**src/rtl/ongt_row_ram.sv**
```systemverilog
// Group row memory: one write port, one read port, registered read data.
// No dependencies.
`default_nettype none

module ongt_row_ram #(
    parameter int DEPTH = 128,
    parameter int WIDTH = 8
) (
    input  wire logic                     clk,
    input  wire logic                     wr_en,
    input  wire logic [$clog2(DEPTH)-1:0] wr_addr,
    input  wire logic [WIDTH-1:0]         wr_data,
    input  wire logic                     rd_en,
    input  wire logic [$clog2(DEPTH)-1:0] rd_addr,
    output logic      [WIDTH-1:0]         rd_data
);

    logic [WIDTH-1:0] mem [DEPTH];
    logic [WIDTH-1:0] rd_data_reg;

    always_ff @(posedge clk)
    begin
        if (wr_en)
        begin
            mem[wr_addr] <= wr_data;
        end
        if (rd_en)
        begin
            rd_data_reg <= mem[rd_addr];
        end
    end

    assign rd_data = rd_data_reg;

endmodule

`default_nettype wire

```
**config.mk**
```make
export PLATFORM = sky130hd
export DESIGN_NAME = ongt_row_ram
export DESIGN_NICKNAME = d
export VERILOG_FILES = /design/src/rtl/ongt_row_ram.sv
export SDC_FILE = /design/constraint.sdc
export NUM_CORES = 1
export LEC_CHECK = 0
export ABC_AREA = 1
export ABC_CLOCK_PERIOD_IN_PS = 1500
export BUFFER_PORTS_ARGS = -buffer_cell sky130_fd_sc_hd__buf_2
export CAP_MARGIN = 40
export CORE_ASPECT_RATIO = 1.25
export CORE_MARGIN = 5
export CORE_UTILIZATION = 35
export DETAILED_ROUTE_END_ITERATION = 8
export GPL_TIMING_DRIVEN = 0
export PLACE_DENSITY_LB_ADDON = 0.1
export SLEW_MARGIN = 20
export SYNTH_ARGS = -nofsm -noshare
export SYNTH_HDL_FRONTEND = slang
export SYNTH_SLANG_ARGS = --single-unit
```
**constraint.sdc**
```tcl
create_clock -name clk -period 1.5 [get_ports clk]
set_input_delay 0.075 -clock clk [delete_from_list [all_inputs] [get_ports clk]]
set_output_delay 0.075 -clock clk [all_outputs]
set_load 0.05 [all_outputs]
```
== Word level (Yosys, flattened, before mapping) ==
Memory sizes are Yosys's and may differ from the RTL's. A register that Yosys moved wholly into a read port is not among the register bits.
Index checks and enable logic that the tools add are counted.
Word-level totals
  flip-flop bits (word level): 0
  bits in writable memories: 1024
  input bits: 25
  output and inout port bits: 8
  word-level logic and storage cells: 3
  memories: 1
Operators by class
  mux-type cells: 2
Memories
  mem: depth 128, bits a word 8, rd ports 1, clocked after Yosys merged registers in 1, wr ports 1, RTL line 18  | logic [WIDTH-1:0] mem [DEPTH];
Operator list (count)
  $mux 1: 2

== Depth between registers and ports, before layout ==
  depth after elaboration: 2
  depth in mapped cells: 14
  gate-level depth less buffers: 11

== Worst setup path before layout ==
OpenSTA, ideal clock, no wires.
  kind: input-to-reg
  start point: input wr_en
  end point: memory mem[105][0], enable pin
  library setup time: 0.370 ns
  data arrival time: 1.061 ns
  required time: 1.130 ns
  setup slack: 0.069 ns
  stages: 4
  buffers on the path: 2
  path through: clkbuf_1 nand2_1 clkbuf_1 nor2_1
On the way
  longest elaborated chain between the ends: 2
Ends and longest elaborated chain
  start, declared: RTL line 10  | input wire logic wr_en,
  $mux 1: RTL line 23  | if (wr_en)
  $mux 1 (implied by the code): RTL line 25  | mem[wr_addr] <= wr_data;
  end, declared: RTL line 18
Every way passes these cells.

==> metrics list <==
- After detailed routing, the total wire length is between 150000 and 200000 um.
- Dividing the detail-routed via count by the number of cells gives 5.287.
- Layout cell share with drive strength beyond 1: 0.2004
- By area, the combinational part of the netlist is dominated by simple AND/OR/NAND/NOR gates.
* Worst reg2reg path endpoint: rd_data[7]$_DFFE_PP_
* Avg Cell Area, Syn: 11.80 sq um
- Measured on the finished design, the core utilization comes to 0.4229.
- Number of cells after detailed placement: about 5300
- Of the total synthesized cell area, the portion taken by full adders, half adders and majority gates is 0.
- The area fraction in compound gates after synthesis is 0.
* Buffers from clock root to sink, at most: 3
- The number of global-route vias before repair was 27949.
- Number of flip-flops under the largest register name: 1024
- The die covers 127600 sq um.
* Fin. max-slew vios: 0
- The flow ran to the end, but the final reports show violations.
* Core outline area: around 120000 sq um
- Timing would allow up to 0.5669 GHz.
* Clk Latency, worst-skew pair: 0.71 ns
- Setup violations remaining at the end of the flow were counted as 78.
- Yosys printed 0 warnings.
* DRC viols: 0
- Of the available clock period, the critical path in the final layout requires 1.176.
* Portion of netlist area occupied by mux cells: 0
- Sorting the synthesized cells by area gives the leading types as sky130_fd_sc_hd__edfxtp_1 (73%), sky130_fd_sc_hd__nand3_1 (11%), sky130_fd_sc_hd__nand2_1 (11%).
- Row generation in the floorplan step produced 142 rows.
- Clock tree root driver cell: sky130_fd_sc_hd__clkbuf_16
- Across every metal layer, demand over resource in global routing totals 0.2410.
- Setup repair after global routing could not meet its margin everywhere.
* Tightest slew margin relative to the limit: 0.3637
- Of the total synthesized cell area, the portion taken by AND, OR, NAND and NOR gates is 0.2314.
* Share of the synthesized area in the top cell type: 0.7346
- The total overflow left after global routing is 0.
* Width of the die: 320.5 um
- 1st-iter DRT viols: 2848
* Initial core utilization: 0.3523
- At the worst endpoint, the arrival time is about 2.3 ns.
* Time the final worst path needs with I/O delays and setup: between 1.5 and 2 ns
- Routability-driven placement congestion ratio: 1.012
- The H-tree was split into 3 levels.
- The tool flagged a number of max-cap violations equal to 0.
- The startpoint identified for the worst register-to-register timing path is mem[83][7]$_DFFE_PP_.
- Leakage Power: 17.97 nW
- The number of antenna violations at the first check in global routing is 3.
* Number of cell instances on the worst register-to-register path: 10
- In the final routed layout, each cell accounts on average for 28.68 um.
- Cell area after placement: 45230 sq um
- Worst setup slack for register-to-register paths: -0.26 ns
- Largest net degree at the start of global routing: 95
- Number of standard cells after synthesis: approximately 3600
- STA puts the critical path data required time at 2.05 ns.
* Final hold slack: 0.05028 ns
- Largest fanout on the critical path: 10
- Area Overhead vs Synth: 20.04%
- The library cell used most frequently in the layout, excluding fill and tap cells, is sky130_fd_sc_hd__nand2_1.
* Kind of end point of the critical path: flip-flop
- Port buffering added 27 buffers.
- Post-Place Worst Slack: -1.268 ns
- Total CTS buffers: 104
- For this run, the number of standard cells in the final layout without fillers is 5474.
* Worst slew pin tran: 0.9545 ns
- Post-route antenna net violation count: 0
- CTS clk-pin slew, worst paths: 0.07 ns
* TritonCTS sink count: 1032
- Synthesized net count: 3600
- In this run the worst setup path terminates at rd_data[0]$_DFFE_PP_.
- The final number of hold-violating endpoints came to 0.
- Peak supply drop: 1.060 mV
* Share of synthesized area occupied by flip-flops and latches: 0.7346
- The wire-length estimate of the detail-placed layout is about 110000 um.
* Post-synthesis sequential element count: 1032
* Final WS setup: -0.2641 ns
- Die height: roughly 400 um
- Across the routed clock network, the largest skew measured is slightly below 0.02 ns.
- The most critical setup path has its startpoint at rd_addr[2].
* Power density cells: 1274 nW/um^2
* Worst setup path class: primary input to flip-flop
- Detailed-routing iteration count for the pre-antenna-repair pass: 8
- The mapped netlist covers 42180 sq um.
- Distinct cell type count after synthesis: 13
- TritonCTS built the clock tree.
- The first global-routing pass estimated between 200000 and 250000 um of wire.
- Post-synthesis xor/xnor area fraction: 0
* Largest area contributor in the netlist: sky130_fd_sc_hd__edfxtp_1
- Most frequent cells in the layout: sky130_fd_sc_hd__nand2_1 (1173), sky130_fd_sc_hd__edfxtp_1 (1032), sky130_fd_sc_hd__nand3_1 (764)
- Failing checks: setup timing
- 33 I/O pins were placed.
- Via count: about 29000
- After routing the design area is 50640 sq um.
- At the end of the flow, the number of nets in the layout was between 3000 and 4000.
* Nature of the critical path startpoint: primary input
- Hold Crit Class: primary input to flip-flop
-- layer usage --
layer,part of all wire,vias to the layer above,track usage
met5,0.00014,-,0
met4,0.053,4,0.1147
met3,0.061,280,0.03313
met2,0.49,1102,0.4136
met1,0.39,14478,0.3018
li1,-,13079,-
-- cells by family after synthesis --
logic type / count (synthesis)
DFF: 1032
buffers and inverters: 255
and+or+nand+nor: 2288
-- worst min-delay path by stage --
stage | startpoint | to | depth (start not counted)
2_1_floorplan | wr_data[0] | mem[0][0]$_DFFE_PP_ | 0
3_3_place_gp | rd_en | rd_data[3]$_DFFE_PP_ | 1
3_5_place_dp | rd_en | rd_data[3]$_DFFE_PP_ | 1
4_1_cts | rd_addr[6] | rd_data[5]$_DFFE_PP_ | 3
5_1_grt | wr_addr[0] | mem[82][7]$_DFFE_PP_ | 4
6_report | wr_addr[0] | mem[82][7]$_DFFE_PP_ | 4
-- cell type report --
cell class / count / area, sq um
clock inverter: 71 / 832.0
sequential: 1032 / 30990
inverter: 24 / 97.59
tap: 1584 / 1982
buffer: 231 / 1410
antenna: 2 / 5.005
timing repair buffer: 122 / 1219
clock buffer: 120 / 2705
multi-input combinational: 2288 / 11400
fill: 11339 / 69110
-- cells in the mapped netlist (all sizes together) --
cell and instances:
clkbuf 34, nand3 931, nand2 1215, nor2 134, edfxtp 1032, buf 197
nor3 8, inv 24
-- through the flow --
step | power [mW] | setup TNS (ns)
6_report | 64.52 | -3.205
5_1_grt | 66.22 | -2.491
4_1_cts | 64.62 | -1.525
3_5_place_dp | 37.13 | -898.48
3_3_place_gp | 37.06 | -2679.74
2_1_floorplan | 34.68 | 0
-- power breakdown --
| part | internal (mW) | switching, mW | total [mW] |
|---|---|---|---|
| Combinational | 1.24 | 3.86 | 5.10 |
| Clock | 16.0 | 11.5 | 27.5 |
| Sequential | 31.9 | 0.0308 | 31.9 |
-- repair_timing --
item / CTS / global route
hold endpoints to repair: 436 / 8
endpoints found under the setup margin: 759 / 174
pin swaps: 28 / 30
setup buffers: 2 / 0
resized for setup: 277 / 115
hold buffers: 14 / 1
-- worst max-delay path, stage by stage --
cell and delay, ns:
sky130_fd_sc_hd__buf_2 0.14, sky130_fd_sc_hd__inv_1 0.08, sky130_fd_sc_hd__buf_4 0.34, sky130_fd_sc_hd__buf_1 0.57
sky130_fd_sc_hd__nand3_1 0.30, sky130_fd_sc_hd__nand3_2 0.20, sky130_fd_sc_hd__nand2_1 0.08, sky130_fd_sc_hd__nand2_1 0.08
sky130_fd_sc_hd__nand3_1 0.09, sky130_fd_sc_hd__nand2_2 0.14, sky130_fd_sc_hd__nand2_1 0.06, sky130_fd_sc_hd__nand2_1 0.15
(Power assumes the default switching activity.)
